===== config.mk =====
export PLATFORM = sky130hd
export DESIGN_NAME = masked_byte_pattern_search_unit_flat
export DESIGN_NICKNAME = d
export VERILOG_FILES = /design/src/design/mbps_pkg.sv /design/src/design/mbps_if.sv /design/src/design/mbps_cell.sv /design/src/design/mbps_rsp_buf.sv /design/src/design/masked_byte_pattern_search_unit.sv /design/src/flat_wrapper.sv
export VERILOG_INCLUDE_DIRS = /design/src /design/src/design
export SDC_FILE = /design/constraint.sdc
export NUM_CORES = 1
export LEC_CHECK = 0
export ABC_CLOCK_PERIOD_IN_PS = 4800
export BUFFER_PORTS_ARGS = -buffer_cell sky130_fd_sc_hd__buf_2
export CAP_MARGIN = 0
export CELL_PAD_IN_SITES_DETAIL_PLACEMENT = 2
export CELL_PAD_IN_SITES_GLOBAL_PLACEMENT = 2
export CORE_UTILIZATION = 40
export CTS_CLUSTER_DIAMETER = 50
export DETAILED_ROUTE_END_ITERATION = 16
export HOLD_SLACK_MARGIN = 0.02
export PLACE_DENSITY = 0.72
export REMOVE_ABC_BUFFERS = 1
export SYNTH_ARGS = -nofsm -noshare
export SYNTH_HDL_FRONTEND = slang
export SYNTH_HIERARCHICAL = 1
export SYNTH_SLANG_ARGS = --single-unit

===== constraint.sdc =====
create_clock -name clock -period 4.8 [get_ports clock]
set_clock_uncertainty 0.05 [all_clocks]
set_input_delay 0.48 -clock clock [delete_from_list [all_inputs] [get_ports clock]]
set_output_delay 0.48 -clock clock [all_outputs]
set_load 0.02 [all_outputs]

===== src/design/assert_macros.svh =====
// Assertion macros for the RTL of the masked byte pattern search unit.
// No dependencies; include by bare file name where assertions are written.
`ifndef ASSERT_MACROS_SVH
`define ASSERT_MACROS_SVH

// Check an expression on every clock edge outside reset.
`define ASSERT_ALWAYS(lbl, clk, rst, expr, msg) \
   lbl: assert property (@(posedge clk) disable iff (rst) (expr)) else $error(msg);

// Check that a condition forces a consequence on the next clock edge.
`define ASSERT_NEXT(lbl, clk, rst, pre, post, msg) \
   lbl: assert property (@(posedge clk) disable iff (rst) (pre) |=> (post)) else $error(msg);

`endif


===== src/design/mbps_pkg.sv =====
// Package for the masked byte pattern search unit: widths, mode codes, beat types.
// No dependencies; imported by the interfaces and every module of the unit.
package mbps_pkg;

   localparam int MAX_PATTERN_DEF = 64;

   localparam int MODE_W   = 2;
   localparam int INDEX_W  = 6;
   localparam int BYTE_W   = 8;
   localparam int LENGTH_W = 7;
   localparam int OFFSET_W = 32;

   localparam logic [MODE_W-1:0] MODE_LOAD  = 2'd0;
   localparam logic [MODE_W-1:0] MODE_START = 2'd1;
   localparam logic [MODE_W-1:0] MODE_DATA  = 2'd2;

   localparam logic [LENGTH_W-1:0] PATTERN_LENGTH_RESET = 7'd1;

   typedef struct packed {
      logic [MODE_W-1:0]  mode;
      logic [INDEX_W-1:0] entry_index;
      logic [BYTE_W-1:0]  byte_value;
      logic               care;
      logic               last;
   } req_payload_type;

   typedef struct packed {
      logic                found;
      logic [OFFSET_W-1:0] match_offset;
   } rsp_payload_type;

   // Broadcast from the top level to every cell of the chain.
   typedef struct packed {
      logic              advance;
      logic              flush;
      logic [BYTE_W-1:0] data_byte;
   } scan_ctrl_type;

endpackage


===== src/design/mbps_if.sv =====
// Valid/ready channel interfaces for request and response beats.
// Depends on mbps_pkg for the payload types.
interface mbps_req_if import mbps_pkg::*; ();
   logic            valid;
   logic            ready;
   req_payload_type payload;

   modport source (output valid, output payload, input ready);
   modport sink   (input valid, input payload, output ready);
endinterface

interface mbps_rsp_if import mbps_pkg::*; ();
   logic            valid;
   logic            ready;
   rsp_payload_type payload;

   modport source (output valid, output payload, input ready);
   modport sink   (input valid, input payload, output ready);
endinterface


===== src/design/mbps_cell.sv =====
// One pattern position: stored byte, care bit and partial-match bit.
// Depends on mbps_pkg; instantiated as a chain by the top level.
module mbps_cell import mbps_pkg::*; (
   input  logic              clock,
   input  logic              reset,
   input  logic              load_en,
   input  logic [BYTE_W-1:0] load_byte,
   input  logic              load_care,
   input  scan_ctrl_type     scan,
   input  logic              prev_bit,
   output logic              partial_next,
   output logic              partial_q
);

   logic [BYTE_W-1:0] pattern_ff;
   logic              care_ff;
   logic              partial_ff;
   logic              partial_in;
   logic              hit;

   // A wildcard position matches any byte.
   assign hit          = !care_ff || (pattern_ff == scan.data_byte);
   assign partial_in   = prev_bit && hit;
   assign partial_next = partial_in;
   assign partial_q    = partial_ff;

   always_ff @(posedge clock) begin
      if (load_en) begin
         pattern_ff <= load_byte;
         care_ff    <= load_care;
      end
   end

   always_ff @(posedge clock) begin
      if (reset) begin
         partial_ff <= 1'b0;
      end else if (scan.flush) begin
         partial_ff <= 1'b0;
      end else if (scan.advance) begin
         partial_ff <= partial_in;
      end
   end

endmodule


===== src/design/mbps_rsp_buf.sv =====
// Two-entry response buffer: output register plus skid entry.
// Depends on mbps_pkg for the response payload type.
module mbps_rsp_buf import mbps_pkg::*; (
   input  logic            clock,
   input  logic            reset,
   input  logic            push,
   input  rsp_payload_type push_data,
   output logic            space,
   output logic            out_valid,
   input  logic            out_ready,
   output rsp_payload_type out_data
);

   logic            head_valid_ff, head_valid_in;
   logic            skid_valid_ff, skid_valid_in;
   rsp_payload_type head_ff, head_in;
   rsp_payload_type skid_ff, skid_in;
   logic            pop;

   assign pop       = head_valid_ff && out_ready;
   assign space     = !skid_valid_ff;
   assign out_valid = head_valid_ff;
   assign out_data  = head_ff;

   always_comb begin
      head_valid_in = head_valid_ff;
      skid_valid_in = skid_valid_ff;
      head_in       = head_ff;
      skid_in       = skid_ff;
      if (pop) begin
         if (skid_valid_ff) begin
            head_in       = skid_ff;
            skid_valid_in = push;
            skid_in       = push_data;
         end else begin
            head_valid_in = push;
            head_in       = push_data;
         end
      end else if (push) begin
         if (!head_valid_ff) begin
            head_valid_in = 1'b1;
            head_in       = push_data;
         end else begin
            skid_valid_in = 1'b1;
            skid_in       = push_data;
         end
      end
   end

   always_ff @(posedge clock) begin
      if (reset) begin
         head_valid_ff <= 1'b0;
         skid_valid_ff <= 1'b0;
      end else begin
         head_valid_ff <= head_valid_in;
         skid_valid_ff <= skid_valid_in;
      end
   end

   always_ff @(posedge clock) begin
      head_ff <= head_in;
      skid_ff <= skid_in;
   end

endmodule


===== src/design/masked_byte_pattern_search_unit.sv =====
// Channel    | Dir | Beat contents
// req_chan   | in  | mode, entry_index, byte_value, care, last
// rsp_chan   | out | found, match_offset
// csr_*      | in  | pattern_length write (write enable + data, no read-back)
//
// Takes one request beat per cycle while req_chan.ready is high; the response
// goes into the response buffer. Each chain cell compares its byte in the same cycle.
// Reset (synchronous, active high) clears partial matches, scan position, the
// found flag, the response buffer and sets pattern_length to 1; the pattern
// store is not cleared and must be loaded before a scan.
// req_chan.ready drops only while both response buffer entries are occupied.
// Depends on mbps_pkg, mbps_if, mbps_cell, mbps_rsp_buf and assert_macros.svh.
`include "assert_macros.svh"

module masked_byte_pattern_search_unit import mbps_pkg::*; #(
   parameter int MAX_PATTERN = MAX_PATTERN_DEF
) (
   input  logic                clock,
   input  logic                reset,
   mbps_req_if.sink            req_chan,
   mbps_rsp_if.source          rsp_chan,
   input  logic                csr_write_enable,
   input  logic [LENGTH_W-1:0] csr_write_data
);

   localparam int IDX_W = (MAX_PATTERN > 1) ? $clog2(MAX_PATTERN) : 1;

   logic                   req_accept;
   logic                   load_beat;
   scan_ctrl_type          scan;
   logic [MAX_PATTERN-1:0] partial_next;
   logic [MAX_PATTERN-1:0] partial_q;

   logic [LENGTH_W-1:0]    pattern_length_ff;
   logic [OFFSET_W-1:0]    byte_position_ff, byte_position_in;
   logic                   found_ff, found_in;

   logic [OFFSET_W-1:0]    sel_wide;
   logic [IDX_W-1:0]       sel_idx;
   logic                   match_hit;
   logic                   rsp_push;
   rsp_payload_type        rsp_data;
   logic                   buf_space;

   // Handshake and decode of the request beat.
   assign req_chan.ready = buf_space;
   assign req_accept     = req_chan.valid && req_chan.ready;
   assign load_beat      = req_accept && (req_chan.payload.mode == MODE_LOAD);

   // Advance the chain on a data byte; drop all scan state on a new scan or
   // after the byte that closes a region.
   assign scan.advance   = req_accept && (req_chan.payload.mode == MODE_DATA);
   assign scan.flush     = req_accept &&
                           ((req_chan.payload.mode == MODE_START) ||
                            ((req_chan.payload.mode == MODE_DATA) &&
                             req_chan.payload.last));
   assign scan.data_byte = req_chan.payload.byte_value;

   // Pattern length register; the user must write it only while the unit is idle, the block does not enforce this.
   always_ff @(posedge clock) begin
      if (reset) begin
         pattern_length_ff <= PATTERN_LENGTH_RESET;
      end else if (csr_write_enable) begin
         pattern_length_ff <= csr_write_data;
      end
   end

   // Chain of cells: cell k looks at the old partial bit of cell k-1, so a
   // match grows by one position per data byte. Cell 0 always has a start.
   for (genvar k = 0; k < MAX_PATTERN; k++) begin : g_cell
      logic prev_bit;
      logic cell_load;

      if (k == 0) begin : g_head
         assign prev_bit = 1'b1;
      end else begin : g_link
         assign prev_bit = partial_q[k-1];
      end

      // Index beyond the chain never matches, so such a load is dropped.
      assign cell_load = load_beat && (int'(req_chan.payload.entry_index) == k);

      mbps_cell u_cell (
         .clock        (clock),
         .reset        (reset),
         .load_en      (cell_load),
         .load_byte    (req_chan.payload.byte_value),
         .load_care    (req_chan.payload.care),
         .scan         (scan),
         .prev_bit     (prev_bit),
         .partial_next (partial_next[k]),
         .partial_q    (partial_q[k])
      );
   end

   // Position of the last pattern byte in use: zero length acts as one,
   // anything past the chain acts as the full chain.
   always_comb begin
      if (pattern_length_ff == '0) begin
         sel_wide = '0;
      end else if (32'(pattern_length_ff) > 32'(MAX_PATTERN)) begin
         sel_wide = 32'(MAX_PATTERN - 1);
      end else begin
         sel_wide = 32'(pattern_length_ff) - 32'd1;
      end
   end

   assign sel_idx   = sel_wide[IDX_W-1:0];
   assign match_hit = partial_next[sel_idx];

   // One response per region: the first full match, or not-found on the
   // closing byte when nothing matched.
   assign rsp_push              = scan.advance && !found_ff &&
                                  (match_hit || req_chan.payload.last);
   assign rsp_data.found        = match_hit;
   assign rsp_data.match_offset = match_hit ? (byte_position_ff - sel_wide) : '0;

   always_comb begin
      byte_position_in = byte_position_ff;
      found_in         = found_ff;
      if (scan.flush) begin
         byte_position_in = '0;
         found_in         = 1'b0;
      end else if (scan.advance) begin
         byte_position_in = byte_position_ff + 32'd1;
         found_in         = found_ff || match_hit;
      end
   end

   always_ff @(posedge clock) begin
      if (reset) begin
         byte_position_ff <= '0;
         found_ff         <= 1'b0;
      end else begin
         byte_position_ff <= byte_position_in;
         found_ff         <= found_in;
      end
   end

   mbps_rsp_buf u_rsp_buf (
      .clock     (clock),
      .reset     (reset),
      .push      (rsp_push),
      .push_data (rsp_data),
      .space     (buf_space),
      .out_valid (rsp_chan.valid),
      .out_ready (rsp_chan.ready),
      .out_data  (rsp_chan.payload)
   );

   // Request side can only stall while a response is on offer.
   `ASSERT_ALWAYS(a_stall_has_rsp, clock, reset, req_chan.ready || rsp_chan.valid, "stall without pending response")
   // A found result mid-region blocks further results for that region.
   `ASSERT_NEXT(a_found_latched, clock, reset, rsp_push && rsp_data.found && !scan.flush, found_ff, "found flag not set after match")
   // Closing a region or starting a scan resets the scan state.
   `ASSERT_NEXT(a_flush_clears, clock, reset, scan.flush, (byte_position_ff == '0) && !found_ff && (partial_q == '0), "scan state not cleared")
   // A pushed response always lands in the buffer on the next edge.
   `ASSERT_NEXT(a_push_lands, clock, reset, rsp_push, rsp_chan.valid, "response lost")

endmodule


===== src/flat_wrapper.sv =====
// flat-port wrapper written by rule: the top's interface ports become plain ports
module masked_byte_pattern_search_unit_flat import mbps_pkg::*;
#(
   parameter int MAX_PATTERN = MAX_PATTERN_DEF
)
  (clock, reset, csr_write_enable, csr_write_data, req_chan_valid, req_chan_payload, req_chan_ready, rsp_chan_valid, rsp_chan_payload, rsp_chan_ready);
  mbps_req_if req_chan_i ();
  mbps_rsp_if rsp_chan_i ();
  input  logic clock;
  input  logic reset;
  input  logic csr_write_enable;
  input  logic [LENGTH_W-1:0] csr_write_data;
  input wire logic [$bits(req_chan_i.valid)-1:0] req_chan_valid;
  input wire logic [$bits(req_chan_i.payload)-1:0] req_chan_payload;
  output wire logic [$bits(req_chan_i.ready)-1:0] req_chan_ready;
  output wire logic [$bits(rsp_chan_i.valid)-1:0] rsp_chan_valid;
  output wire logic [$bits(rsp_chan_i.payload)-1:0] rsp_chan_payload;
  input wire logic [$bits(rsp_chan_i.ready)-1:0] rsp_chan_ready;
  assign req_chan_i.valid = req_chan_valid;
  assign req_chan_i.payload = req_chan_payload;
  assign req_chan_ready = req_chan_i.ready;
  assign rsp_chan_valid = rsp_chan_i.valid;
  assign rsp_chan_payload = rsp_chan_i.payload;
  assign rsp_chan_i.ready = rsp_chan_ready;
  masked_byte_pattern_search_unit #(.MAX_PATTERN(MAX_PATTERN)) u_core (.clock(clock), .reset(reset), .req_chan(req_chan_i), .rsp_chan(rsp_chan_i), .csr_write_enable(csr_write_enable), .csr_write_data(csr_write_data));
endmodule

==> flow_summary.ini <==
[status]
status = completed

[global_route]
grt_pass1_vias = 26460
grt_pass1_wl_um = 164000
grt_overflow = 0
track_usage = 0.2474
antenna_found_initial = 0
grt_max_degree = 100

[placement]
dp_slack_ns = 0.1004
dp_hpwl_um = 71020
placed_cells = 4024
gp_congestion = 0.8221
dpl_cell_area_um2 = 37400
portBuffers = 64

[route]
wl_um = 107400
wl_per_cell_um = 25.45
drtPass1Iterations = 5
avgViaCountPerCell = 5.540
vias = 23380
drt_iter0_drc = 1358
drc_errors = 0
ant_nets = 0

[worst_setup_path]
slowest_delay_ns = 0.49
crit_top_cell = ha_1
crit_path_end_kind = register
cp_top_family = compound AO/OA/AOI/OAI gates
critPathLaunchType = register
crit_chain = inv_1 > ha_1 > or3b_1 > o32ai_4 > nand2b_1 > ha_1 > o21ai_0 > a211oi_1 > o311ai_0 > buf_4 > nand3_1 > a311o_1 > a41oi_1 > xor2_1 > nor2_1 > mux2_4
worstPathRequired_ns = 5.17
path_max_fanout = 6
crit_type = reg -> reg
cp_slowest_cell = or3b_1
crit_arrival_ns = 4.95
path_buf_inv = 2

[floorplan]
initial_utilization = 0.4054
dieArea_um2 = 87740
num_rows = 107
die_width_um = 296.2
coreArea_um2 = 85410
io_pins = 65
fp.dieH_um = 296.2

[clock_tree]
post_cts_buffers = 0
cts_made_buffers = 103
cts_max_level = 3
clkSinkCount = 747
cts_buffer_depth = 3
tritoncts = done
cts.clk_slew.worst_paths_ns = 0.06
cts-root-buf = clkbuf_16
clock_latency_ns = 0.68

[timing]
drv_slew = 0
fin_crit_sh = 0.9552
max_freq_mhz = 218.1
finalSetupViolations = 0
hold_viol_final = 0
final.min_clock_period_ns = 4.585
slew_headroom = 0.2527
whs_ns = 0.07507
worst_pin_slew_ns = 1.118
fin_ws_ns = 0.2150

[power_and_ir_drop]
irDropWorstVdd_v = 0.0003275
powerDensity_nw_per_um2 = 394.2
p_leak_nw = 14.06

[yosys]
netlist_area_um2 = 34620
synth_area_per_cell_um2 = 12.65
netlist_instances = 2737
ys_warn_count = 6

[layout]
syn2layout_area_growth_pct = 18.04
stdcell_area_um2 = 40870
diodes = 0
final_util = 0.4785
fin_cells = 4221
final_nets = 3057
drive_gt1_frac = 0.1355

[worst_hold_path]
worstHoldPathType = in -> reg

[job]
cap_violations = 0
==> registers in the layout, summed over array words and instances (netlist names), 7 cells and up <==
register	flops
u_core/g_cell.u_cell/pattern_ff	512
u_core/g_cell.u_cell/care_ff	64
u_core/g_cell.u_cell/partial_q	63
u_core/u_rsp_buf/out_data	33
u_core/u_rsp_buf/skid_ff	33
u_core/byte_position_ff	32
u_core/pattern_length_ff	7
==> per-stage QoR <==
| stage | power, mW | TNS (ns) |
|---|---|---|
| 6_report | 16.11 | 0 |
| 5_1_grt | 16.60 | -0.009057 |
| 4_1_cts | 16.28 | 0 |
| 3_5_place_dp | 8.696 | 0 |
| 3_3_place_gp | 8.607 | 0 |
| 2_1_floorplan | 8.018 | -72.18 |
==> cells in the final DEF, fill, tap and decap left out, drive strengths merged, types with 43 or more instances in the layout <==
| cell | count |
|---|---|
| clkbuf | 122 |
| buf | 180 |
| edfxtp | 642 |
| dfxtp | 105 |
| nand3b | 69 |
| nor4 | 134 |
| nand3 | 96 |
| xor2 | 544 |
| inv | 103 |
| clkinv | 43 |
| o21ai | 162 |
| nor2 | 214 |
| a21boi | 67 |
| a21oi | 50 |
| nand2 | 196 |
==> routing by layer <==
layer	global-route usage	wire length (um)	up-vias
met4	0.07908	3015	0
met2	0.4351	54170	466
li1	-	-	10530
met3	0.02803	3504	174
met5	0	0	-
met1	0.3167	46740	12210
==> cell type report <==
cell class / instances / area [um^2]
fill: 8438 / 44550
sequential: 747 / 21380
multi-input combinational: 1866 / 12780
clock buffer: 122 / 2730
timing repair buffer: 181 / 1516
tap: 1144 / 1431
clock inverter: 74 / 699.4
inverter: 87 / 326.6
==> worst min-delay path, cell delays in order <==
cell and delay (ns):
buf_2 0.11, mux2i_1 0.07, nor2_1 0.08
==> what timing repair did <==
item | 4_1_cts | 5_1_grt
resized for setup | 0 | 9
hold endpoints to repair | 1 | 0
hold buffers | 1 | 0
endpoints found under the setup margin | 0 | 15
==> worst paths after layout <==
kind	cells past startpoint	slack, ns	from	to
setup / recovery	16	0.22	u_core/pattern_length_ff[0]	u_core/u_rsp_buf/out_data[29]
hold / removal	3	0.08	csr_write_data[3]	u_core/pattern_length_ff[3]
setup reg to reg	16	0.22	u_core/pattern_length_ff[0]	u_core/u_rsp_buf/out_data[29]
hold reg to reg	2	0.46	u_core/g_cell[28].u_cell/partial_q	u_core/g_cell[29].u_cell/partial_q
==> power breakdown <==
part	switching (mW)	internal [mW]	total, mW
sequential	0.0197	7.13	7.15
clock	3.08	4.46	7.54
combinational	0.895	0.525	1.42
(Power assumes the default switching activity.)
